**src/hdl/gvc_job_fifo.sv**
```systemverilog
// Two-entry queue carrying vector run lengths from loader to engine
`default_nettype none
module gvc_job_fifo #(
    parameter int W = 7
) (
    input  wire logic         i_clk,
    input  wire logic         i_rst_n,
    input  wire logic         i_push,
    input  wire logic [W-1:0] i_data,
    input  wire logic         i_pop,
    output logic              o_valid,
    output logic [W-1:0]      o_data
);
    logic [W-1:0] r_mem [2];
    logic         r_wp, r_rp;
    logic [1:0]   r_cnt;

    always_ff @(posedge i_clk) begin
        if (!i_rst_n) begin
            r_wp  <= 1'b0;
            r_rp  <= 1'b0;
            r_cnt <= 2'd0;
        end else begin
            if (i_push) r_wp <= ~r_wp;
            if (i_pop) r_rp <= ~r_rp;
            r_cnt <= r_cnt + {1'b0, i_push} - {1'b0, i_pop};
        end
        if (i_push) r_mem[r_wp] <= i_data;
    end

    assign o_valid = (r_cnt != 2'd0);
    assign o_data  = r_mem[r_rp];
endmodule
`default_nettype wire

```
**config.mk**
```make
export PLATFORM = sky130hd
export DESIGN_NAME = gvc_job_fifo
export DESIGN_NICKNAME = d
export VERILOG_FILES = /design/src/hdl/gvc_job_fifo.sv
export SDC_FILE = /design/constraint.sdc
export NUM_CORES = 1
export LEC_CHECK = 0
export BUFFER_PORTS_ARGS = -buffer_cell sky130_fd_sc_hd__buf_2
export CORE_UTILIZATION = 52
export DETAILED_ROUTE_END_ITERATION = 7
export GPL_TIMING_DRIVEN = 0
export HOLD_SLACK_MARGIN = 0.06
export MAX_ROUTING_LAYER = met4
export PLACE_DENSITY = 0.84
export SLEW_MARGIN = 10
export SYNTH_ARGS = -nofsm -noshare
export SYNTH_HDL_FRONTEND = slang
export SYNTH_SLANG_ARGS = --single-unit
```
**constraint.sdc**
```tcl
create_clock -name i_clk -period 2.4 [get_ports i_clk]
set_input_delay 0.12 -clock i_clk [delete_from_list [all_inputs] [get_ports i_clk]]
set_output_delay 0.12 -clock i_clk [all_outputs]
set_load 0.03 [all_outputs]
```
=== After elaboration in Yosys (flattened, before gate mapping) ===
Memories as Yosys holds them, arrays and structs flattened. A register that Yosys moved wholly into a read port is not among the register bits.
Index checks and enable logic that the tools add are counted.

* Add/subtract/negate cells: 2
* $mul: 0
* Div/mod/pow operators: 0
* $lt $le $gt $ge: 0
* Eq/ne operators: 0
* Shift-type cells: 0
* Mux-type cells: 4
* Bitwise logic cells: 2
* Reductions and logical operators: 1

{| class="wikitable"
|+ Operators by type and width
! cell !! count
|-
| 1-bit 2-to-1 mux || 4
|-
| 2-bit by 1-bit adder with 2-bit output || 1
|-
| 1-bit inverter || 2
|-
| 2-bit nonzero test || 1
|-
| 2-bit by 1-bit subtractor with 2-bit output || 1
|}

* Register bits: 4
* Bits in latches: 0
* Memory bits (writable): 14
* Bits in read-only memories: 0
* Input bits: 11
* Output and inout port bits: 8
* Logic and storage cells: 13
* Memories: 1

{| class="wikitable"
|+ Memories
! memory !! words !! width !! read ports !! clocked after memory_dff !! write ports !! line !! RTL
|-
| r_mem || 2 || 7 || 1 || 1 || 1 || 14 || <nowiki>logic [W-1:0] r_mem [2];</nowiki>
|}

=== Depth between registers and ports, before layout ===
Gate-level depths: netlist (run 1).

* Depth in word-level cells: 3
* Depth in mapped cells: 6
* Gate-level depth less buffers: 6

=== Worst setup path after synthesis (run 1) ===
OpenSTA, ideal clock, no wires.

* Path kind: register to register
* From: reg r_cnt[0]
* To: reg r_cnt[1]
* Setup time: 0.062 ns
* Arrival time: 1.074 ns
* Data required time: 2.338 ns
* Path slack: 1.264 ns
* Stages on the path, launching flop included: 7
* Buffers on the path: 0
* Period minus slack after synthesis: 1.136 ns
* Cells stage by stage: dfxtp_1 > inv_1 > ha_1 > inv_1 > ha_1 > xnor3_1 > nor2b_2

* Cells in the longest elaborated chain, start to end: 2

{| class="wikitable"
|+ Ends and longest elaborated chain
! element !! line !! RTL
|-
| start, declared || 16 || <nowiki>logic [1:0] r_cnt;</nowiki>
|-
| start signal, assigned || 26 || <nowiki>r_cnt <= r_cnt + {1'b0, i_push} - {1'b0, i_pop};</nowiki>
|-
| 2-bit by 1-bit adder with 2-bit output || 26 ||
|-
| 2-bit by 1-bit subtractor with 2-bit output || 26 ||
|}

No other way between the ends.
A chain may end at the register's enable or synchronous reset.

==> qor.txt, run 1 <==
DR pass1 iterations = 4
Min cycle time layout = 1.45 ns
Final setup viols = 0
TritonCTS Buffers = 3
FF+latch count, synth = 19
Largest family of logic cells by synthesized area = multiplexers
R2r startpoint = r_wp
Final antenna-violating net count = 0
Post-route design area = 933 µm²
Adder-Cell Fraction of Synth Area = 3.44%
Terminus of the critical flop-to-flop path = r_mem[0][5]
Worst slew margin = 53.0%
Dpl cell area = 837 µm²
Synth cell types = 13
GRT Residual Overflow = 0
Min-Delay Path Class = input pin to flop
Final Max Tran Viols = 0
Die Y = 39.4 µm
Req. time, crit path = 2.28 ns
Hold path start = i_rst_n
Initial Utilization = 56.0%
Clock Pin Slew Worst Setup and Hold Paths = 0.10 ns
Synth warn = 0
Mean area per synthesized cell = 17.3 µm²
Mux cell area share after synthesis = 10.8%
Final hold vios = 0
Syn nets = 55
I/O Pins = 19
Yosys top cell by area = edfxtp_1
Final WS setup = 0.948 ns
Top-area cell type share of the netlist area = 57.7%
Reg2reg setup slack = 1.15 ns
RSZ-0062 raised after global routing = false
WP data arrival = 1.33 ns
Final period util = 60.5%
Sequential element share of the synthesized area = 71.5%
Antenna cells = 0
Area Overhead vs Synth = 28.2%
PortBufs = 18
Largest net degree at the start of global routing = 11
CP top delay family = buffers and inverters
Setup total negative slack = 0 ns
Row Count = 13
Clock Latency Late Sink = 0.28 ns
Hold path endpoint = r_wp
Vias = 413
Final HPWL DP = 751 µm
Slew at the pin closest to its max-slew limit = 0.704 ns
GR Util All Layers = 18.4%
Total wire length = 1.12 mm
Root Buffer = clkbuf_4
Clock Tree Buf Depth = 2
1st-iter DRT viols = 7
Pwr dens = 731 nW/µm²
Post-synthesis cell count = 42
Synth Area in XOR/XNOR = 4.30%
Bufs and invs on worst path = 2
Reg2Reg Depth = 1
Worst stage delay on the critical path = 0.36 ns
Crit-path max FO = 7
Number of max-cap violations = 0
Final Net Count = 85
Cells resized by post-CTS repair = 0
WS Path Type = flop to primary output
Die Area = 1550 µm²
DIE WIDTH = 39.4 µm
Top FF cell, synth = edfxtp_1
Number of global-route vias before repair = 378
FMAX = 0.689 GHz
Clock sinks = 19
Placer Congestion = 0.584
Most frequent CP cell = buf_2
Setup WS pre-CTS = 1.17 ns
DRC violations left = 0
Hold path cells = 2
Crit-path slowest cell = mux2_2
Fraction of layout cells with a size suffix above 1 = 43.7%
Simple-Gate Fraction of Synth Area = 7.22%
Critical path endpoint category = primary output
Synth cell count leaders = 14 x edfxtp_1, 7 x mux2_2, 5 x dfxtp_1
Outcome = complete, no violations
First-pass GRT wire length = 1.69 mm
Post-synth EDFFs = 14
Core Footprint = 1300 µm²
DR WL/cell = 13.0 µm
Pleak = 0.385 nW
Worst clock skew = 0.00514 ns
Most common cell in the synthesized netlist = edfxtp_1
Top cells by area, synth = edfxtp_1 58%, dfxtp_1 14%, mux2_2 11%
Critical path, cell by cell = buf_2 -> mux2_2 -> buf_2
Compound-Gate Fraction of Synth Area = 1.03%
IR drop worst, VDD = 0.000535 V
CTS tree = yes
Cell area after synthesis = 728 µm²
Via density = 4.80
Initial antenna violation count = 0
CTS HTree Levels = 1
Fraction of registers with async set/reset = 0%
CP startpoint kind = flop
==> cells in the final DEF (no fill, tap or decap), drive strengths merged <==
cell	count
and2	4
clkbuf	4
dfxtp	5
ha	2
o21a	1
nor2b	3
xor2	1
edfxtp	14
or2	1
dlygate4sd3	7
inv	2
xnor3	1
buf	19
mux2	7
==> metrics by stage <==
stage / utilization [%] / cells / total power [mW] / hold WS (ns)
after floorplan: - / 42 / 0.492 / 0.219
after global placement: 64.3 / 75 / 0.523 / 0.310
after detailed placement: 64.3 / 75 / 0.530 / 0.314
after CTS: 71.7 / 86 / 0.688 / 0.0734
after global routing: 71.7 / 86 / 0.713 / 0.0731
final: 71.7 / 86 / 0.682 / 0.0756
==> area by class of cell <==
cell class	count	area, µm²
timing repair buffer	25	160
tap	15	18.8
sequential	19	520
clock buffer	4	26.3
fill	97	368
multi-input combinational	20	195
inverter	2	7.51
buffer	1	5.00
==> what timing repair did <==
action,in CTS,in global routing
hold endpoints to repair,14,0
buffers inserted,0,0
hold buffers,7,0
==> worst max-delay path by stage <==
stage	from	to	slack, ns	cells after the start
after floorplan	r_cnt[0]	r_cnt[1]	1.26	6
after global placement	r_wp	r_mem[0][4]	1.17	1
after detailed placement	r_cnt[0]	r_cnt[1]	1.17	6
after CTS	flop	o_data[6]	0.93	3
after global routing	flop	o_data[6]	0.88	3
final	flop	o_data[6]	0.95	3
==> logic make-up (layout without fill, tap and decap cells) <==
logic type                 after synthesis  in the layout
AOI/OAI and AO/OA                        1              1
DFF                                     19             19
and+or+nand+nor                          8              8
muxes                                    7              7
adders and majority gates                2              2
xor gates and xnor gates                 2              2
buffers and inverters                    3             32
==> power breakdown <==
part | switching, mW | internal [mW] | total (mW)
clock | 0.0880 | 0.0645 | 0.152
sequential | 0.00857 | 0.378 | 0.387
combinational | 0.0745 | 0.0684 | 0.143
==> sequential cells by signal, indices dropped and copies added (netlist names), named ones only <==
| signal | flops |
|---|---|
| r_mem | 14 |
| r_cnt | 2 |
| r_rp | 1 |
| r_wp | 1 |
==> layer usage <==
metal  vias up  GRT usage (%)  routed length, µm
li1        207              -                  -
met3         2           3.41                 48
met1       192           20.8                458
met2        12           30.3                608
met5         -              -                  0
met4         0           10.3                  7
Note: power is estimated with default switching activity, not from simulation.
==> inputs of run 2 (changes only) <==
--- a/config.mk
+++ b/config.mk
@@ -5,13 +5,14 @@
 export SDC_FILE = /design/constraint.sdc
 export NUM_CORES = 1
 export LEC_CHECK = 0
+export ABC_AREA = 1
 export BUFFER_PORTS_ARGS = -buffer_cell sky130_fd_sc_hd__buf_2
-export CORE_UTILIZATION = 52
+export CORE_UTILIZATION = 49
 export DETAILED_ROUTE_END_ITERATION = 7
 export GPL_TIMING_DRIVEN = 0
 export HOLD_SLACK_MARGIN = 0.06
 export MAX_ROUTING_LAYER = met4
-export PLACE_DENSITY = 0.84
+export PLACE_DENSITY = 0.79
 export SLEW_MARGIN = 10
 export SYNTH_ARGS = -nofsm -noshare
 export SYNTH_HDL_FRONTEND = slang
==> constraint.sdc (replaced) <==
create_clock -name i_clk -period 1.5 [get_ports i_clk]
set_input_delay 0.075 -clock i_clk [delete_from_list [all_inputs] [get_ports i_clk]]
set_output_delay 0.075 -clock i_clk [all_outputs]
set_load 0.03 [all_outputs]
==> run 2 against run 1 <==
  * Critical path depth increased by 6
  * Clock skew increased by 0.0013 ns
  * Cell count increased by 17%
  * Count of clock-buffer cells in the layout decreased by 1
==> qor.txt, run 2 <==
Reg2reg setup slack = 0.22 ns (was 1.15 ns)
Pleak = 0.457 nW (was 0.385 nW)
Syn nets = 67 (was 55)
Critical path endpoint category = flop (was primary output)
Compound-Gate Fraction of Synth Area = 0.660% (was 1.03%)
Post-synthesis cell count = 54 (was 42)
Initial antenna violation count = 0 (unchanged)
Top cells by area, synth = edfxtp_1 55%, mux2_4 14%, dfxtp_1 13% (was edfxtp_1 58%, dfxtp_1 14%, mux2_2 11%)
Final Net Count = 100 (was 85)
Fraction of layout cells with a size suffix above 1 = 34.9% (was 43.7%)
DIE WIDTH = 41.3 µm (was 39.4 µm)
Top-area cell type share of the netlist area = 55.4% (was 57.7%)
Worst slew margin = 62.8% (was 53.0%)
Pwr dens = 1080 nW/µm² (was 731 nW/µm²)
Fin util = 72.8% (was 71.7%)
Placer Congestion = 0.704 (was 0.584)
DR WL/cell = 11.5 µm (was 13.0 µm)
CP startpoint kind = input pin (was flop)
Number of max-cap violations = 0 (unchanged)
FMAX = 0.717 GHz
Antenna cells = 0 (unchanged)
Area Overhead vs Synth = 31.2% (was 28.2%)
Req. time, crit path = 1.69 ns (was 2.28 ns)
Bufs and invs on worst path = 4 (was 2)
Terminus of the critical flop-to-flop path = r_cnt[1] (was r_mem[0][5])
CTS tree = yes (unchanged)
Die Area = 1710 µm² (was 1550 µm²)
Vias = 470 (was 413)
Clock Pin Slew Worst Setup and Hold Paths = 0.11 ns (was 0.10 ns)
Post-synth EDFFs = 14 (unchanged)
PortBufs = 18 (unchanged)
Largest net degree at the start of global routing = 12 (was 11)
Simple-Gate Fraction of Synth Area = 8.58% (was 7.22%)
Initial Utilization = 55.5% (was 56.0%)
Final period util = 92.9%
I/O Pins = 19 (unchanged)
Post-CTS Setup Inserts = 0 (unchanged)
Synth cell types = 10 (was 13)
Crit-path slowest cell = dlygate4sd3_1 (was mux2_2)
CP Depth = 9 (was 3)
Slew at the pin closest to its max-slew limit = 0.556 ns (was 0.704 ns)
Adder-Cell Fraction of Synth Area = 3.30% (was 3.44%)
Most common cell in the synthesized netlist = edfxtp_1 (unchanged)
Top FF cell, synth = edfxtp_1 (unchanged)
Clock Tree Buf Depth = 2 (unchanged)
R2r startpoint = r_cnt[0] (was r_wp)
Yosys top cell by area = edfxtp_1 (unchanged)
Number of global-route vias before repair = 484 (was 378)
DRC violations left = 0 (unchanged)
IR drop worst, VDD = 0.000695 V (was 0.000535 V)
Worst stage delay on the critical path = 0.54 ns (was 0.36 ns)
Synth Area in XOR/XNOR = 0% (was 4.30%)
Placed cells = 87 (was 75)
Most flop-heavy register = r_mem (unchanged)
CP endpoint = r_cnt[1] (was o_data[6])
Row Count = 13 (unchanged)
WP data arrival = 1.58 ns (was 1.33 ns)
First-pass GRT wire length = 1.86 mm (was 1.69 mm)
TritonCTS Buffers = 3 (unchanged)
Worst clock skew = 0.00639 ns (was 0.00514 ns)
Min cycle time layout = 1.39 ns
1st-iter DRT viols = 8 (was 7)
Largest registers = r_mem x14, r_cnt x2 (unchanged)
Hold Slack = 0.505 ns (was 0.0756 ns)
Crit-path max FO = 3 (was 7)
WS Path Type = input pin to flop (was flop to primary output)
Non-Filler Instances = 101 (was 86)
FF+latch count, synth = 19 (unchanged)
Root Buffer = clkbuf_4 (unchanged)
Cell area after synthesis = 758 µm² (was 728 µm²)
Final setup viols = 0 (unchanged)
Largest family of logic cells by synthesized area = multiplexers (unchanged)
Final hold vios = 0 (unchanged)
CP top delay family = buffers and inverters (unchanged)
Final Max Tran Viols = 0 (unchanged)
Max FFs per register = 14 (unchanged)
Most frequent cells in the layout = 18 x buf_2, 14 x edfxtp_1, 10 x dlygate4sd3_1 (was 19 x buf_2, 14 x edfxtp_1, 7 x mux2_2, 7 x dlygate4sd3_1, 5 x dfxtp_1)
Setup total negative slack = 0 ns (unchanged)
Fillcell total = 106 (was 97)
GR Util All Layers = 18.2% (was 18.4%)
Hold path cells = 2 (unchanged)
Sequential element share of the synthesized area = 68.6% (was 71.5%)
Die Y = 41.3 µm (was 39.4 µm)
Fraction of registers with async set/reset = 0% (unchanged)
Final antenna-violating net count = 0 (unchanged)
Mean area per synthesized cell = 14.0 µm² (was 17.3 µm²)
CTS HTree Levels = 1 (unchanged)
Mux cell area share after synthesis = 13.9% (was 10.8%)
Clock sinks = 19 (unchanged)
Synth cell count leaders = 14 x edfxtp_1, 9 x nand2_1, 7 x inv_1, 7 x mux2_4, 7 x nor2_1 (was 14 x edfxtp_1, 7 x mux2_2, 5 x dfxtp_1)
Critical path, cell by cell = dlygate4sd3_1 -> buf_2 -> ha_1 -> inv_1 -> ha_1 -> inv_1 -> nand2_1 -> a21oi_1 -> nor2_1 (was buf_2 -> mux2_2 -> buf_2)
Clock Latency Late Sink = 0.29 ns (was 0.28 ns)
RSZ-0062 raised after global routing = false (unchanged)
Min-Delay Path Class = input pin to flop (unchanged)
Reg2Reg Depth = 8 (was 1)
DR pass1 iterations = 4 (unchanged)
Leading cell type in the layout, fill and taps excluded = buf_2 (unchanged)
Total wire length = 1.16 mm (was 1.12 mm)
Critical path startpoint = i_pop
Core Footprint = 1370 µm² (was 1300 µm²)
GRT Residual Overflow = 0 (unchanged)
Synth warn = 0 (unchanged)
Outcome = complete, no violations (unchanged)
Via density = 4.65 (was 4.80)
-- run 2: power breakdown --
group,internal [mW],switching [mW],total (mW)
combinational,0.0927,0.119,0.212
sequential,0.601,0.0105,0.611
clock,0.0990,0.148,0.247
total,0.793,0.278,1.07
-- run 2: logic make-up after synthesis --
kind of cell | count (synthesis)
flip-flops | 19
AND/OR/NAND/NOR | 17
AO/OA/AOI/OAI | 1
multiplexers | 7
buffers and inverters | 8
adder cells (fa/ha/maj) | 2
-- run 2: timing repair --
action                    in CTS  in global routing
hold endpoints to repair      19                  0
resized for setup              0                  0
hold buffers                  10                  0
-- run 2: layer usage --
metal / part of all wire (%) / vias up / GRT usage [%]
li1: - / 244 / -
met1: 45 / 214 / 19.9
met2: 51 / 12 / 31.6
met3: 4.0 / 0 / 4.79
met4: 0 / 0 / 7.26
met5: 0 / - / -
-- run 2: metrics by stage --
| step | power, mW | setup slack [ns] | cell area [µm²] |
|---|---|---|---|
| final | 1.07 | 0.106 | 995 |
| after global routing | 1.12 | 0.0339 | 995 |
| after CTS | 1.08 | 0.150 | 995 |
| after detailed placement | 0.816 | 0.244 | 867 |
| after global placement | 0.805 | 0.305 | 867 |
| after floorplan | 0.760 | 0.339 | 758 |
-- run 2: area by class of cell --
| class | instances | area (µm²) | share of cell area, % |
|---|---|---|---|
| Inverter | 7 | 26.3 | 2.64 |
| Clock inverter | 1 | 5.00 | 0.503 |
| Sequential cell | 19 | 520 | 52.3 |
| Tap cell | 15 | 18.8 | 1.89 |
| Multi-Input combinational cell | 27 | 200 | 20.1 |
| Timing Repair Buffer | 28 | 190 | 19.1 |
| Buffer | 1 | 11.3 | 1.13 |
| Clock buffer | 3 | 22.5 | 2.26 |
-- run 2: worst reg2reg max path, cell delays in order (launching register included) --
cell and delay (ns):
dfxtp_1 0.32, inv_1 0.05, ha_1 0.26, inv_1 0.04
ha_1 0.18, inv_1 0.07, nand2_1 0.07, a21oi_1 0.14
nor2_1 0.06
-- run 2: how the worst min path moves through the flow --
stage	from	end	slack [ns]
after CTS	i_data[5]	r_mem[0][5]	0.49
after detailed placement	i_data[5]	r_mem[1][5]	0.27
after global routing	i_data[5]	r_mem[0][5]	0.51
final	i_data[2]	r_mem[1][2]	0.51
after global placement	i_data[6]	r_mem[0][6]	0.26
after floorplan	i_rst_n	r_cnt[0]	0.17
==> inputs of run 3 (changes only) <==
--- a/config.mk
+++ b/config.mk
@@ -7,6 +7,7 @@
 export LEC_CHECK = 0
 export ABC_AREA = 1
 export BUFFER_PORTS_ARGS = -buffer_cell sky130_fd_sc_hd__buf_2
+export CORE_MARGIN = 5
 export CORE_UTILIZATION = 49
 export DETAILED_ROUTE_END_ITERATION = 7
 export GPL_TIMING_DRIVEN = 0
==> run 3 against run 2 <==
  * Combinational power fell by 2%
  * Via count fell by 0.21%
  * Sequential power barely moved
  * Wire length fell by 1.1%
  * Clock skew fell by 0.0036 ns
  * First-iteration DRC count fell by 25%
  * Die area rose by 42%
  * Maximum frequency rose by 4.7%
  * Count of clock-buffer cells in the layout did not move
  * Highest routed layer is now met4
==> qor.txt, run 3 (same netlist as run 2, synthesis figures left out) <==
Req. time, crit path = 1.42 ns (was 1.69 ns)
Most flop-heavy register = r_mem (unchanged)
DRC violations left = 0 (unchanged)
Most frequent cells in the layout = 18 x buf_2, 14 x edfxtp_1, 10 x dlygate4sd3_1 (unchanged)
Largest registers = r_mem x14, r_cnt x2 (unchanged)
GRT Residual Overflow = 0 (unchanged)
DR pass1 iterations = 2 (was 4)
Min cycle time layout = 1.33 ns (was 1.39 ns)
CTS HTree Levels = 1 (unchanged)
WP data arrival = 1.26 ns (was 1.58 ns)
Setup total negative slack = 0 ns (unchanged)
Row Count = 14 (was 13)
Final Max Tran Viols = 0 (unchanged)
Critical path endpoint category = primary output (was flop)
Clock Pin Slew Worst Setup and Hold Paths = 0.10 ns (was 0.11 ns)
Final period util = 88.7% (was 92.9%)
Outcome = complete, no violations (unchanged)
I/O Pins = 19 (unchanged)
IR drop worst, VDD = 0.000542 V (was 0.000695 V)
WS Path Type = flop to primary output (was input pin to flop)
Critical path, cell by cell = buf_6 -> mux2_4 -> buf_2 (was dlygate4sd3_1 -> buf_2 -> ha_1 -> inv_1 -> ha_1 -> inv_1 -> nand2_1 -> a21oi_1 -> nor2_1)
DR WL/cell = 11.3 µm (was 11.5 µm)
Final setup viols = 0 (unchanged)
Slew at the pin closest to its max-slew limit = 0.593 ns (was 0.556 ns)
First-pass GRT wire length = 1.93 mm (was 1.86 mm)
Setup WS pre-CTS = 0.262 ns (was 0.244 ns)
Worst stage delay on the critical path = 0.34 ns (was 0.54 ns)
Number of max-cap violations = 0 (unchanged)
Worst slew margin = 60.3% (was 62.8%)
Terminus of the critical flop-to-flop path = r_cnt[1] (unchanged)
Cells resized by post-CTS repair = 0 (unchanged)
Hold path endpoint = r_mem[1][4] (was r_mem[1][2])
R2r startpoint = r_cnt[0] (unchanged)
TritonCTS Buffers = 3 (unchanged)
Antenna cells = 0 (unchanged)
Worst clock skew = 0.00282 ns (was 0.00639 ns)
Fraction of layout cells with a size suffix above 1 = 34.9% (unchanged)
DIE WIDTH = 49.3 µm (was 41.3 µm)
Min-Delay Path Class = input pin to flop (unchanged)
Number of global-route vias before repair = 450 (was 484)
Crit-path slowest cell = dfxtp_1 (was dlygate4sd3_1)
CP startpoint kind = flop (was input pin)
Final Net Count = 100 (unchanged)
RSZ-0062 raised after global routing = false (unchanged)
Crit-path max FO = 7 (was 3)
Clock sinks = 19 (unchanged)
Die Y = 49.3 µm (was 41.3 µm)
Initial antenna violation count = 0 (unchanged)
Hold path start = i_data[4] (was i_data[2])
Pwr dens = 1070 nW/µm² (was 1080 nW/µm²)
Core Footprint = 1490 µm² (was 1370 µm²)
Largest net degree at the start of global routing = 12 (unchanged)
Placer Congestion = 0.678 (was 0.704)
1st-iter DRT viols = 6 (was 8)
Final WS setup = 0.169 ns (was 0.106 ns)
Vias = 469 (was 470)
Clock Latency Late Sink = 0.29 ns (about the same)
Reg2Reg Depth = 8 (unchanged)
FMAX = 0.751 GHz (was 0.717 GHz)
CTS Hold Buffers Added = 10 (unchanged)
GR Util All Layers = 10.7% (was 18.2%)
Die Area = 2430 µm² (was 1710 µm²)
Leading cell type in the layout, fill and taps excluded = buf_2 (unchanged)
Post-CTS Setup Inserts = 0 (unchanged)
Via density = 4.60 (was 4.65)
Max FFs per register = 14 (unchanged)
Pleak = 0.457 nW (unchanged)
Initial Utilization = 50.9% (was 55.5%)
Final hold vios = 0 (unchanged)
Reg2reg setup slack = 0.26 ns (was 0.22 ns)
Root Buffer = clkbuf_4 (unchanged)
Final antenna-violating net count = 0 (unchanged)
CTS tree = yes (unchanged)
Clock Tree Buf Depth = 2 (unchanged)
Area Overhead vs Synth = 31.4% (was 31.2%)
Hold path cells = 2 (unchanged)
PortBufs = 18 (unchanged)
Final HPWL DP = 868 µm
Total wire length = 1.15 mm (was 1.16 mm)
==> run 3: cell counts in the layout (fill, tap and decap cells not counted) <==
Identical to the previous run, type by type.
==> run 3: per-stage QoR <==
| stage | power [mW] | hold slack [ns] | cell area, µm² | util, % | cells |
|---|---|---|---|---|---|
| after floorplan | 0.760 | 0.168 | 758 | - | 54 |
| after global placement | 0.806 | 0.263 | 868 | 58.3 | 88 |
| after detailed placement | 0.815 | 0.266 | 868 | 58.3 | 88 |
| after CTS | 1.09 | 0.476 | 996 | 66.9 | 102 |
| after global routing | 1.13 | 0.468 | 996 | 66.9 | 102 |
| final | 1.07 | 0.489 | 996 | 66.9 | 102 |
==> run 3: critical path: cells and delay by family, from the launching register on <==
family / cells / cell delay, ns
DFF: 1 / 0.34
muxes: 1 / 0.30
buffers and inverters: 2 / 0.33
==> run 3: how the worst max path moves through the flow <==
stage              from         to  cells after the start
2_1_floorplan  r_cnt[0]   r_cnt[1]                      8
3_3_place_gp   r_cnt[0]   r_cnt[1]                      8
3_5_place_dp   r_cnt[0]   r_cnt[1]                      8
4_1_cts            flop  o_data[3]                      3
5_1_grt           i_pop   r_cnt[1]                     10
6_report           flop  o_data[3]                      3
==> run 3: power breakdown <==
part	switching, mW	leakage (nW)	total, mW	internal, mW
Clock	0.149	0.0177	0.248	0.0992
Sequential	0.0116	0.173	0.613	0.601
Combinational	0.116	0.266	0.208	0.0921
Total	0.277	0.457	1.07	0.792
==> run 3: area by class of cell <==
class,instances,area (µm²)
inverters,7,26.3
clock buffers,3,22.5
well taps,16,20.0
flip-flops and latches,19,520
plain buffers,1,11.3
clock inverters,1,5.00
multi-input cells,27,200
repair buffers,28,190
fillers,111,493
==> run 3: layer usage <==
metal | vias up | wire [µm] | GRT usage, %
met5 | - | 0 | -
met4 | 0 | 25 | 6.73
met3 | 4 | 61 | 3.06
met2 | 12 | 568 | 16.7
met1 | 209 | 494 | 11.9
li1 | 244 | - | -
