$ cat src/hdl/gvc_front.sv
// Input loader: counts elements, writes the store, queues a run on the last one
`default_nettype none
module gvc_front #(
    parameter int MAX_ELEMENTS = 64,
    parameter int CW = 7,
    parameter int AW = 6
) (
    input  wire logic          i_clk,
    input  wire logic          i_rst_n,
    input  wire logic          s_axis_tvalid,
    output logic               s_axis_tready,
    input  wire logic [31:0]   s_axis_tdata,
    input  wire logic          s_axis_tlast,
    input  wire logic          i_run_done,
    output logic               o_wr_en,
    output logic [AW-1:0]      o_wr_addr,
    output logic [31:0]        o_wr_data,
    output logic               o_job_push,
    output logic [CW-1:0]      o_job_count
);
    localparam logic [CW-1:0] MAX_C = CW'(MAX_ELEMENTS);

    logic [CW-1:0] r_cnt, n_cnt;
    logic          r_busy, n_busy;
    logic          acc, room;

    assign s_axis_tready = !r_busy;
    assign acc  = s_axis_tvalid && s_axis_tready;
    assign room = (r_cnt < MAX_C);

    assign o_wr_en     = acc && room;
    assign o_wr_addr   = r_cnt[AW-1:0];
    assign o_wr_data   = s_axis_tdata;
    assign o_job_push  = acc && s_axis_tlast;
    assign o_job_count = room ? (r_cnt + CW'(1)) : r_cnt;

    always_comb begin
        n_cnt  = r_cnt;
        n_busy = r_busy;
        if (acc) begin
            if (s_axis_tlast) begin
                n_cnt  = '0;
                n_busy = 1'b1;
            end else if (room) begin
                n_cnt = r_cnt + CW'(1);
            end
        end
        if (i_run_done) n_busy = 1'b0;
    end

    always_ff @(posedge i_clk) begin
        if (!i_rst_n) begin
            r_cnt  <= '0;
            r_busy <= 1'b0;
        end else begin
            r_cnt  <= n_cnt;
            r_busy <= n_busy;
        end
    end
endmodule
`default_nettype wire

$ cat config.mk
export PLATFORM = sky130hd
export DESIGN_NAME = gvc_front
export DESIGN_NICKNAME = d
export VERILOG_FILES = /design/src/hdl/gvc_front.sv
export SDC_FILE = /design/constraint.sdc
export NUM_CORES = 1
export LEC_CHECK = 0
export BUFFER_PORTS_ARGS = -buffer_cell sky130_fd_sc_hd__buf_2
export CAP_MARGIN = 10
export CORE_UTILIZATION = 30
export DETAILED_ROUTE_END_ITERATION = 8
export MAX_ROUTING_LAYER = met4
export PLACE_DENSITY = 0.76
export RECOVER_POWER = 100
export SETUP_SLACK_MARGIN = 0.15
export SLEW_MARGIN = 20
export SYNTH_ARGS = -nofsm -noshare
export SYNTH_HDL_FRONTEND = slang
export SYNTH_SLANG_ARGS = --single-unit
$ cat constraint.sdc
create_clock -name i_clk -period 1.2 [get_ports i_clk]
set_input_delay 0.18 -clock i_clk [delete_from_list [all_inputs] [get_ports i_clk]]
set_output_delay 0.18 -clock i_clk [all_outputs]
set_load 0.05 [all_outputs]
# Word-level counts from Yosys, hierarchy flattened
# Index checks and enable logic that the tools add are counted.
dict set report totals {
  reg_bits 8
  in_bits 37
  output_inout_bits 48
  elab_cells 13
}
dict set report classes {
  add_sub_neg 1
  magnitude_cmp 1
  muxes 2
  bitwise_logic 1
  n_reduce_logical 6
}
# operator count
set ops {}
lappend ops {{two-way mux 7 bit} 2}
lappend ops {{adder 7 x 1 -> 7 bit, second input constant} 1}
lappend ops {{< comparator 7 bit, second input constant} 1}
lappend ops {{logical AND 1 bit} 3}
lappend ops {{AND reduction 2 bit} 1}
lappend ops {{OR reduction 2 bit} 1}
lappend ops {{logical NOT 1 bit} 1}
lappend ops {{inverter 1 bit} 1}

# Longest topological paths before layout
# Gate-level depths: netlist (run 1).
dict set report logic_depth {
  word_depth 3
  mapped_depth 5
  mapped_depth_nobuf 5
}

# Worst setup path after synthesis (run 1)
# Ideal clock, no wire load.
dict set report synth_path {
  kind {register -> register}
  startpoint {register r_cnt[0]}
  endpoint {register r_cnt[4]}
  setup_time_ns 0.070
  arrival_ns 1.851
  t_required_ns 1.130
  slack_ns -0.722
  path_stages_with_launch 6
  path_buffers 0
  synth_period_minus_slack_ns 1.922
  cell_sequence {dfxtp_1 -> ha_1 -> nand4b_1 -> xnor2_1 -> nand3_1 -> a21oi_1}
}
dict set report synth_between {
  elab_chain_len 3
  elab_cells_between_ends 4
  classes_between {add/sub (1); order compare (1); mux (2)}
}
# element line
set synth_rtl {}
lappend synth_rtl {{start, declared} 23} ;# logic [CW-1:0] r_cnt, n_cnt;
lappend synth_rtl {{start signal, assigned} 56} ;# r_cnt <= n_cnt;
lappend synth_rtl {{adder 7 x 1 -> 7 bit or < comparator 7 bit (tied branches)} -}
lappend synth_rtl {{two-way mux 7 bit *} 44} ;# end else if (room) begin
lappend synth_rtl {{net o_job_count[4]} 19} ;# output logic [CW-1:0] o_job_count
lappend synth_rtl {{two-way mux 7 bit *} 41} ;# if (s_axis_tlast) begin
# The timed path passes the listed nets; every way through them passes the cells marked *.
# A chain may end at the register's enable or synchronous reset.

# Worst setup path after layout (run 1)
dict set report layout_path {
  startpoint {register r_cnt[1]}
  endpoint {output port o_job_count[1]}
}
dict set report layout_between {
  elab_chain_len 2
  elab_cells_between_ends 3
  classes_between {add/sub (1); order compare (1); mux (1)}
}
# element line
set layout_rtl {}
lappend layout_rtl {{adder 7 x 1 -> 7 bit or < comparator 7 bit (tied branches)} {35, 29}}
lappend layout_rtl {{two-way mux 7 bit *} -}
lappend layout_rtl {{end, declared} 19}
# Mark *: on every way between the ends. The rest lies on a longest branch, timed or not.

==> impl_results.md, run 1 <==
* Status: finished with violations
* Failing checks: setup timing
* Adder-cell share of the synthesized area at 1.69%
* Pre-CTS WS at -0.182 ns
* Hold EP: r_busy
* Max Fanout on Critical Path at 3
* All-Layer GR Usage at 17.5%
* DRT Pass-1 Iters at 4
* Final period util at 131%
* Mux contribution to synthesized area at between 1.5 and 2%
* Worst Path Arrival at 1.39 ns
* Wire length per cell at 15.9 microns
* Final setup fails at 17
* Synth cell types at 26
* Fmax at 637 MHz
* Placed Cells at between 100 and 150
* Initial antenna violation count at 0
* DRT Wirelength at 2.21 mm
* Worst hold stages at 2
* Vias per inst at 4.63
* Nets at 150
* Clk sink count at 8
* Finished Layout Cells at roughly 140
* Slew Limit Headroom at 80.2%
* Slew Limit Fails at 0
* Final min period at 1.57 ns
* Syn Area/Cell at 8.13 sq um
* FFs w/ async S/R, synth at 0%
* Mapped cell area at 739 sq um
* Synth Area in Compound Gates at 10.3%
* Synthesis-to-layout area growth at 70.4%
* Hold Buf Count CTS at 0
* Routed Antenna Nets at 0
* Initial Utilization at approximately a third
* Sequential fraction of the synthesis area at 21.7%
* Reg clk slew, reported paths at around 0.060 ns
* Final hold vios at 0
* Detail Placement HPWL at 1.31 mm
* H-tree depth at 1
* Drt drc at 0
* Num CTS Buffers at 3
* CTS tree: done
* Die Span X at just over 50 microns
* First-pass GRT wire length at 3.04 mm
* Worst path required time at between 1 and 1.5 ns
* Reg-to-reg slack, setup at -0.21 ns
* Mapped Nets at around 130
* DIE HEIGHT at 51.6 microns
* Setup_tns at -3.27 ns
* Post-Synth XOR/XNOR Area at 5.92%
* Clk_skew at 0.00442 ns
* Reg2Reg Depth at 7
* Static Leak at roughly 0.56 nW
* Share of layout cells above drive strength 1 at 82.9%
* Maximum VDD drop at between 300 and 400 uV
* Die Area at 2670 sq um
* Hold slack final at 0.0671 ns
* Yosys reg bits at 8
* 1st-iter DRT viols at 2
* Largest net degree at the start of global routing at 8
* Antenna Cells at 0
* Max-cap violations at 0
* Site Rows at 17
* Later-pin clock latency in the skew report at 0.26 ns
* Main flop type after synthesis: dfxtp_1
* Hold path start: i_run_done
* Largest family of logic cells by synthesized area: buffers and inverters
* Gr ovfl total at 0
* Vias in the first global route at 637
* Hold Crit Class: primary input to flip-flop
* Startpoint Class: flip-flop
* Reg-to-reg endpoint: r_cnt[4]
* Unrepaired setup endpoints after global routing: true
* Clock Path Buffers at 2
* Crit Path Category: flip-flop to output port
* Root buffer cell: clkbuf_4
* Port bufs at 20
* Post-Synthesis Cells at 91
* Total number of vias at roughly 640
* Crit. End Element: output port
* Post-synth EDFFs at 0
* I/O pin count at 85
* RD Place Congestion at 0.744
* Reg2reg start: r_cnt[1]
* Util after Layout at 55.4%
* Final worst slack at -0.369 ns
* Yosys warning total at 0
* Worst Tran Pin Value at between 0.2 and 0.3 ns
* Simple-Gate Fraction of Synth Area at between 10% and 20%
* Core Footprint at about 2300 sq um
* Pwr dens at 574 nW/um^2
-- per-layer routing --
layer / GRT usage, % / vias up / part of all wire, %
met5: - / - / 0
li1: - / 304 / -
met3: 6.43 / 10 / 7.1
met4: 12.6 / 0 / 2.7
met2: 29.7 / 39 / 57
met1: 16.1 / 291 / 33
-- cells by family (layout without fill, tap and decap cells) --
| logic type | Yosys count | after routing |
|---|---|---|
| compound gates | 13 | 13 |
| mux | 1 | 1 |
| buf+inv | 43 | 63 |
| xor+xnor | 5 | 5 |
| simple gates | 20 | 20 |
| fa+ha+maj | 1 | 1 |
| flops | 8 | 8 |
-- layout make-up --
cell class              instances  area (sq um)
well taps                      28          35.0
fillers                       186          1020
multi-input cells              40           435
repair buffers                 56           572
clock buffers                   4          26.3
flip-flops and latches          8           178
inverters                       3          13.8
-- worst max-delay path, cell delays in order, from the launching register on --
cell and delay, ns:
dfxtp_4 0.36, buf_4 0.13, buf_6 0.10, buf_6 0.11
mux2_4 0.27, buf_6 0.16
-- per-stage QoR --
step	cell area (sq um)	power (mW)
floorplan	828	0.657
global placement	768	0.403
detailed placement	768	0.405
CTS	1120	0.688
global route	1260	0.764
finish	1260	0.724
-- synth_stat cells, types with 2 or more instances --
cell	number	area share, %
a21oi_1	6	4.1
a22oi_1	3	3.0
buf_4	38	39
buf_6	2	3.0
dfxtp_1	8	22
inv_1	3	1.5
nand2b_1	2	1.7
nor2_1	6	3.0
o21ai_0	3	2.0
xnor2_1	4	4.7
-- placed cells by master, fill, tap and decap left out, drive strengths merged, types with 2 or more instances in the layout --
| master | Yosys | final |
|---|---|---|
| a21oi | 6 | 6 |
| dfxtp | 8 | 8 |
| xnor2 | 4 | 4 |
| clkbuf | 0 | 4 |
| buf | 40 | 56 |
| o21ai | 3 | 3 |
| nand2 | 2 | 2 |
| a22oi | 3 | 3 |
| nor2 | 6 | 6 |
| inv | 3 | 3 |
| nand2b | 2 | 2 |
-- power by group --
part / internal, mW / total (mW) / switching, mW
registers: 0.265 / 0.269 / 0.00433
clock network: 0.128 / 0.236 / 0.108
logic: 0.105 / 0.219 / 0.114
-- registers in the layout, summed over array words and instances (netlist names) --
register  count
r_cnt         7
r_busy        1
-- timing repair --
| action | in CTS | in global routing |
|---|---|---|
| gates cloned | 0 | 0 |
| buffers inserted | 9 | 12 |
| resized for setup | 71 | 15 |
| endpoints found under the setup margin | 23 | 23 |
| pin swaps | 4 | 9 |
-- worst max path at each step --
| stage | from | to | slack [ns] | depth (start not counted) |
|---|---|---|---|---|
| final | r_cnt[1] | o_job_count[1] | -0.37 | 5 |
| after global routing | r_cnt[1] | o_job_count[4] | -0.43 | 4 |
| after CTS | r_cnt[1] | o_job_count[4] | -0.34 | 4 |
| after detailed placement | r_cnt[1] | o_job_count[4] | -0.18 | 4 |
| after global placement | r_cnt[1] | o_job_count[4] | -0.15 | 4 |
| after floorplan | r_cnt[0] | r_cnt[4] | -0.23 | 5 |
(Power assumes the default switching activity.)
==> run 2, diff against run 1 <==
--- a/config.mk
+++ b/config.mk
@@ -7,13 +7,14 @@
 export LEC_CHECK = 0
 export BUFFER_PORTS_ARGS = -buffer_cell sky130_fd_sc_hd__buf_2
 export CAP_MARGIN = 10
-export CORE_UTILIZATION = 30
+export CORE_ASPECT_RATIO = 0.8
+export CORE_UTILIZATION = 33
 export DETAILED_ROUTE_END_ITERATION = 8
 export MAX_ROUTING_LAYER = met4
-export PLACE_DENSITY = 0.76
+export PLACE_DENSITY = 0.79
 export RECOVER_POWER = 100
 export SETUP_SLACK_MARGIN = 0.15
-export SLEW_MARGIN = 20
+export SLEW_MARGIN = 25
 export SYNTH_ARGS = -nofsm -noshare
 export SYNTH_HDL_FRONTEND = slang
 export SYNTH_SLANG_ARGS = --single-unit
==> constraint.sdc (replaced) <==
create_clock -name i_clk -period 1.5 [get_ports i_clk]
set_input_delay 0.225 -clock i_clk [delete_from_list [all_inputs] [get_ports i_clk]]
set_output_delay 0.225 -clock i_clk [all_outputs]
set_load 0.05 [all_outputs]
==> run 2 against run 1 <==
- the flow still finishes with violations (setup timing)
- critical path depth is 1 lower
- via count decreased by 11%
- worst setup slack gained 0.29 ns
- largest power group unchanged
==> impl_results.md, run 2 (same netlist as run 1, synthesis figures left out) <==
* 1st-iter DRT viols at 4 (was 2)
* Unrepaired setup endpoints after global routing: true (unchanged)
* Worst hold stages at 2 (unchanged)
* Worst Path Arrival at 1.36 ns (was 1.39 ns)
* Biggest regs: r_cnt x7, r_busy x1 (unchanged)
* CP max stage delay at 0.33 ns (was 0.36 ns)
* Final setup fails at 3 (was 17)
* Util after Layout at 46.0% (was 55.4%)
* Startpoint Class: flip-flop (unchanged)
* H-tree depth at 1 (unchanged)
* DRT Wirelength at 1.52 mm (was 2.21 mm)
* First-pass GRT wire length at 2.31 mm (was 3.04 mm)
* I/O pin count at 85 (unchanged)
* Port bufs at 20 (unchanged)
* Final worst slack at -0.0836 ns (was -0.369 ns)
* Reg2reg start: r_cnt[1] (unchanged)
* Die Span X at 54.9 microns (was 51.6 microns)
* Detail Placement HPWL at 1.07 mm (was 1.31 mm)
* Hold EP: r_busy (unchanged)
* Die Area at 2440 sq um (was 2670 sq um)
* Clock Path Buffers at 2 (unchanged)
* Hold Crit Class: primary input to flip-flop (unchanged)
* Reg2Reg Depth at 6 (was 7)
* Largest net degree at the start of global routing at 8 (unchanged)
* Pwr dens at 558 nW/um^2 (was 574 nW/um^2)
* CTS tree: done (unchanged)
* Maximum VDD drop at 328 uV (was 392 uV)
* Core Footprint at 2000 sq um (was 2280 sq um)
* Slew Limit Headroom at 78.8% (was 80.2%)
* DRT Pass-1 Iters at 4 (unchanged)
* Max-cap violations at 0 (unchanged)
* Seq pwr share at 42.0% (was 37.2%)
* CP cell instances: and3b_2, and2_4, xor2_4, buf_6 (was buf_4, buf_6, buf_6, mux2_4, buf_6)
* Finished Layout Cells at 114 (was 139)
* Gr ovfl total at 0 (unchanged)
* Placed Cells at 100 (was 114)
* Most common cell after layout, fill and taps aside: buf_4 (was buf_6)
* Net Switching at 0.151 mW (was 0.225 mW)
* Wire length per cell at 13.3 microns (was 15.9 microns)
* All-Layer GR Usage at 13.8% (was 17.5%)
* Part of the power in the clock network at 34.6% (was 32.6%)
* Clk sink count at 8 (unchanged)
* Max FFs per register at 7 (unchanged)
* Hold slack final at 0.137 ns (was 0.0671 ns)
* Initial Utilization at 37.0% (was 32.5%)
* Static Leak at 0.425 nW (was 0.558 nW)
* Status: finished with violations (unchanged)
* Worst path required time at 1.27 ns (was 1.02 ns)
* Combinational Power Share at 23.4% (was 30.2%)
* Crit. End Element: output port (unchanged)
* Clk_skew at 0.00413 ns (was 0.00442 ns)
* Hold path start: i_run_done (unchanged)
* Reg-to-reg slack, setup at 0.15 ns (was -0.21 ns)
* Reg-to-reg endpoint: r_cnt[6] (was r_cnt[4])
* Pwr Total at 0.512 mW (was 0.724 mW)
* Switching Fraction at 29.6% (was 31.2%)
* Later-pin clock latency in the skew report at 0.25 ns (was 0.26 ns)
* Share of layout cells above drive strength 1 at 63.3% (was 82.9%)
* Routed Antenna Nets at 0 (unchanged)
* Worst Tran Pin Value at 0.318 ns (was 0.297 ns)
* RD Place Congestion at 0.774 (was 0.744)
* Drt drc at 0 (unchanged)
* Nets at 129 (was 150)
* Pre-CTS WS at -0.0474 ns (was -0.182 ns)
* Cell Int Power at 0.361 mW (was 0.498 mW)
* Total number of vias at 572 (was 644)
* DIE HEIGHT at 44.3 microns (was 51.6 microns)
* Slew Limit Fails at 0 (unchanged)
* Final min period at 1.58 ns
* Antenna Cells at 0 (unchanged)
* Max Fanout on Critical Path at 4 (was 3)
* Final period util at 106%
* Vias per inst at 5.02 (was 4.63)
* Fmax at 631 MHz
* Highest-delay cell along the critical path: dfxtp_2 (was dfxtp_4)
* Final hold vios at 0 (unchanged)
* Reg clk slew, reported paths at 0.06 ns (about the same)
* Failing checks: setup timing (unchanged)
* Initial antenna violation count at 0 (unchanged)
* Largest Register: r_cnt (unchanged)
* Num CTS Buffers at 3 (unchanged)
* Site Rows at 14 (was 17)
* Synthesis-to-layout area growth at 24.2% (was 70.4%)
* Root buffer cell: clkbuf_4 (unchanged)
* Most frequent cells in the layout: 15 x buf_4, 8 x buf_2, 7 x buf_6 (was 27 x buf_6, 17 x buf_4, 8 x buf_8)
* Crit Path Category: flip-flop to output port (unchanged)
* Vias in the first global route at 534 (was 637)
==> run 2: changes by cell type in the layout (fill, tap and decap cells not counted), moves of 2 or more <==
cell      previous run  this run
buf_6               27         7
buf_8                8         2
buf_2                4         8
dfxtp_1              0         4
dfxtp_2              5         1
a22oi_1              0         3
a22oi_2              3         0
a21oi_1              4         6
a21oi_2              2         0
buf_4               17        15
clkbuf_4             3         5
==> run 2: routing by layer <==
metal	vias up	GRT usage, %	share of wire (%)
met4	0	8.00	3.4
li1	259	-	-
met5	-	-	0
met3	14	7.22	10
met2	35	21.9	47
met1	264	13.2	40
==> run 2: how the worst max path moves through the flow <==
stage / from / end
final: r_cnt[6] / o_job_count[5]
after global routing: r_cnt[6] / o_job_count[5]
after CTS: r_cnt[1] / o_job_count[4]
after detailed placement: r_cnt[3] / o_job_count[5]
after global placement: r_cnt[3] / o_job_count[5]
after floorplan: r_cnt[3] / r_cnt[4]
==> run 2: repair_timing <==
item                       4_1_cts  5_1_grt
gates cloned                     0        0
hold buffers                     0        0
resized for setup               26        8
setup buffers                    7        3
setup endpoints to repair        9       11
pin swaps                        3        3
==> run 2: final cells by class <==
class,instances,area [sq um]
Sequential cell,8,173
Clock buffer,4,26.3
Tap cell,24,30.0
Multi-Input combinational cell,40,397
Fill cell,203,1080
Inverter,3,11.3
Timing Repair Buffer,35,282
==> run 2: through the flow <==
stage | TNS, ns | instance area [sq um]
floorplan | 0 | 835
global placement | 0 | 694
detailed placement | -0.0474 | 694
CTS | -0.212 | 858
global route | -0.541 | 918
finish | -0.179 | 918
==> run 2: worst max-delay path, delay by kind of cell, from the launching register on <==
family	cells	cell delay (ns)
XOR/XNOR	1	0.14
buffers and inverters	1	0.17
flip-flops	1	0.33
AND/OR/NAND/NOR	2	0.47
==> run 2: power groups by stage <==
| stage | registers (mW) | clock network [mW] | logic (mW) |
|---|---|---|---|
| 2_1_floorplan | 0.224 | 0 | 0.300 |
| 3_3_place_gp | 0.225 | 0 | 0.0887 |
| 3_5_place_dp | 0.225 | 0 | 0.0888 |
| 4_1_cts | 0.215 | 0.187 | 0.105 |
| 5_1_grt | 0.216 | 0.208 | 0.127 |
| 6_report | 0.215 | 0.177 | 0.120 |
==> run 3, diff against run 2 <==
--- a/config.mk
+++ b/config.mk
@@ -5,13 +5,11 @@
 export SDC_FILE = /design/constraint.sdc
 export NUM_CORES = 1
 export LEC_CHECK = 0
-export BUFFER_PORTS_ARGS = -buffer_cell sky130_fd_sc_hd__buf_2
 export CAP_MARGIN = 10
-export CORE_ASPECT_RATIO = 0.8
-export CORE_UTILIZATION = 33
+export CORE_UTILIZATION = 50
 export DETAILED_ROUTE_END_ITERATION = 8
+export DONT_BUFFER_PORTS = 1
 export MAX_ROUTING_LAYER = met4
-export PLACE_DENSITY = 0.79
 export RECOVER_POWER = 100
 export SETUP_SLACK_MARGIN = 0.15
 export SLEW_MARGIN = 25
==> run 3 against run 2 <==
- the run still ends with setup timing left
- worst hold slack lost 0.10 ns
- highest routed layer unchanged
- clock-buffer cell count unchanged
- register-to-register slack worse by 0.08 ns
- critical path depth unchanged
- combinational power is 20% lower
- die area decreased by 33%
==> impl_results.md, run 3 (same netlist as run 1, synthesis figures left out) <==
* Pwr dens at 605 nW/um^2 (was 558 nW/um^2)
* CTS tree: done (unchanged)
* Detail Placement HPWL at 1.16 mm (was 1.07 mm)
* Wire length per cell at 17.4 microns (was 13.3 microns)
* Synthesis-to-layout area growth at 14.4% (was 24.2%)
* DRT Wirelength at 1.63 mm (was 1.52 mm)
* Hold Crit Class: primary input to flip-flop (unchanged)
* RD Place Congestion at 0.789 (was 0.774)
* Max Fanout on Critical Path at 3 (was 4)
* Gr ovfl total at 0 (unchanged)
* Startpoint Class: flip-flop (unchanged)
* Highest-delay cell along the critical path: dfxtp_2 (unchanged)
* Site Rows at 13 (was 14)
* Slew Limit Headroom at 54.1% (was 78.8%)
* Hold Buf Count CTS at 0 (unchanged)
* Biggest regs: r_cnt x7, r_busy x1 (unchanged)
* Max FFs per register at 7 (unchanged)
* Fmax at 596 MHz (was 631 MHz)
* Final min period at 1.68 ns (was 1.58 ns)
* Max-cap violations at 0 (unchanged)
* Initial Utilization at 55.4% (was 37.0%)
* Clock Path Buffers at 2 (unchanged)
* Drt drc at 0 (unchanged)
* Largest Register: r_cnt (unchanged)
* Antenna Cells at 0 (unchanged)
* Core Footprint at 1330 sq um (was 2000 sq um)
* Final setup fails at 7 (was 3)
* Util after Layout at 63.4% (was 46.0%)
* First-pass GRT wire length at 2.18 mm (was 2.31 mm)
* Worst Path Buf+Inv at 1 (unchanged)
* DRT Pass-1 Iters at 4 (unchanged)
* Reg clk slew, reported paths at 0.07 ns (was 0.06 ns)
* Worst Path Arrival at 1.45 ns (was 1.36 ns)
* Largest net degree at the start of global routing at 8 (unchanged)
* Initial antenna violation count at 0 (unchanged)
* Most common cell after layout, fill and taps aside: buf_4 (unchanged)
* Reg2reg start: r_cnt[1] (unchanged)
* Num CTS Buffers at 3 (unchanged)
* Routed Antenna Nets at 0 (unchanged)
* Worst hold stages at 1 (was 2)
* CP cell instances: ha_4, nand4b_1, xnor2_4, buf_12 (was and3b_2, and2_4, xor2_4, buf_6)
* Clk_skew at 0.0129 ns (was 0.00413 ns)
* Reg-to-reg slack, setup at 0.07 ns (was 0.15 ns)
* Failing checks: setup timing (unchanged)
* Hold EP: r_busy (unchanged)
* Reg-to-reg endpoint: r_cnt[4] (was r_cnt[6])
* Unrepaired setup endpoints after global routing: true (unchanged)
* CP max stage delay at 0.36 ns (was 0.33 ns)
* All-Layer GR Usage at 21.8% (was 13.8%)
* Cell family with most CP delay: flip-flops (was simple AND/OR/NAND/NOR gates)
* Worst path required time at 1.27 ns (about the same)
* Crit. End Element: output port (unchanged)
* Final period util at 112% (was 106%)
* Total number of vias at 540 (was 572)
* DIE HEIGHT at 40.5 microns (was 44.3 microns)
* Later-pin clock latency in the skew report at 0.27 ns (was 0.25 ns)
* Vias in the first global route at 503 (was 534)
* Final hold vios at 0 (unchanged)
* CP startpoint: r_cnt[1] (was r_cnt[6])
* Vias per inst at 5.74 (was 5.02)
* Maximum VDD drop at 350 uV (was 328 uV)
* Reg2Reg Depth at 6 (unchanged)
* Share of layout cells above drive strength 1 at 57.0% (was 63.3%)
* Post-DP Area at 748 sq um (was 694 sq um)
* Clk sink count at 8 (unchanged)
* Cell area after layout at 846 sq um (was 918 sq um)
* Static Leak at 0.372 nW (was 0.425 nW)
* 1st-iter DRT viols at 18 (was 4)
* Die Area at 1640 sq um (was 2440 sq um)
* Port bufs at 0 (was 20)
* Hold path start: i_run_done (unchanged)
* Most frequent cells in the layout: 10 x buf_4, 6 x a21oi_1, 6 x buf_12, 6 x clkbuf_2 (was 15 x buf_4, 8 x buf_2, 7 x buf_6)
* Slew Limit Fails at 0 (unchanged)
* Crit Path Category: flip-flop to output port (unchanged)
* Status: finished with violations (unchanged)
* I/O pin count at 85 (unchanged)
* Die Span X at 40.5 microns (was 54.9 microns)
* Nets at 118 (was 129)
* Worst Tran Pin Value at 0.685 ns (was 0.318 ns)
* Setup_tns at -0.632 ns (was -0.179 ns)
* Final worst slack at -0.178 ns (was -0.0836 ns)
* Root buffer cell: clkbuf_4 (unchanged)
* H-tree depth at 1 (unchanged)
==> run 3: cell type report <==
type                            instances  area [sq um]
Fill cell                             125           488
Tap cell                               15          18.8
Inverter                                3          11.3
Multi-Input combinational cell         40           372
Clock buffer                            4          26.3
Timing Repair Buffer                   24           248
Sequential cell                         8           170
==> run 3: where the power goes <==
part | switching (mW) | leakage (nW) | internal [mW] | total, mW
registers | 0.00364 | 0.0672 | 0.213 | 0.217
logic | 0.0645 | 0.290 | 0.0320 | 0.0965
clock network | 0.0957 | 0.0150 | 0.103 | 0.199
total | 0.164 | 0.372 | 0.348 | 0.512
==> run 3: worst max-delay path by stage <==
stage / endpoint / slack [ns] / depth (start not counted)
floorplan: r_cnt[4] / 0.04 / 4
global placement: r_cnt[0] / 0.14 / 4
detailed placement: r_cnt[0] / 0.08 / 4
CTS: o_job_count[4] / -0.14 / 4
global route: o_job_count[4] / -0.20 / 4
finish: o_job_count[4] / -0.18 / 4
==> run 3: through the flow <==
step | total power [mW] | hold slack, ns | worst slack, ns | std cells
2_1_floorplan | 0.524 | 0.304 | 0.0398 | 91
3_3_place_gp | 0.315 | 0.307 | 0.135 | 83
3_5_place_dp | 0.316 | 0.311 | 0.0783 | 83
4_1_cts | 0.516 | 0.0392 | -0.142 | 92
5_1_grt | 0.524 | 0.0321 | -0.201 | 94
6_report | 0.512 | 0.0358 | -0.178 | 94
==> run 3: what timing repair did <==
action                                  CTS  global route
endpoints found under the setup margin   12            11
pin swaps                                 4             1
resized for setup                        11             4
buffers inserted                          5             2
==> run 3: layer usage <==
layer  vias up  wire [microns]  GRT usage (%)
met3         6             161           6.11
met4         0              25           13.3
met1       256             572           23.2
li1        240               -              -
met5         -               0              -
met2        38             873           35.3
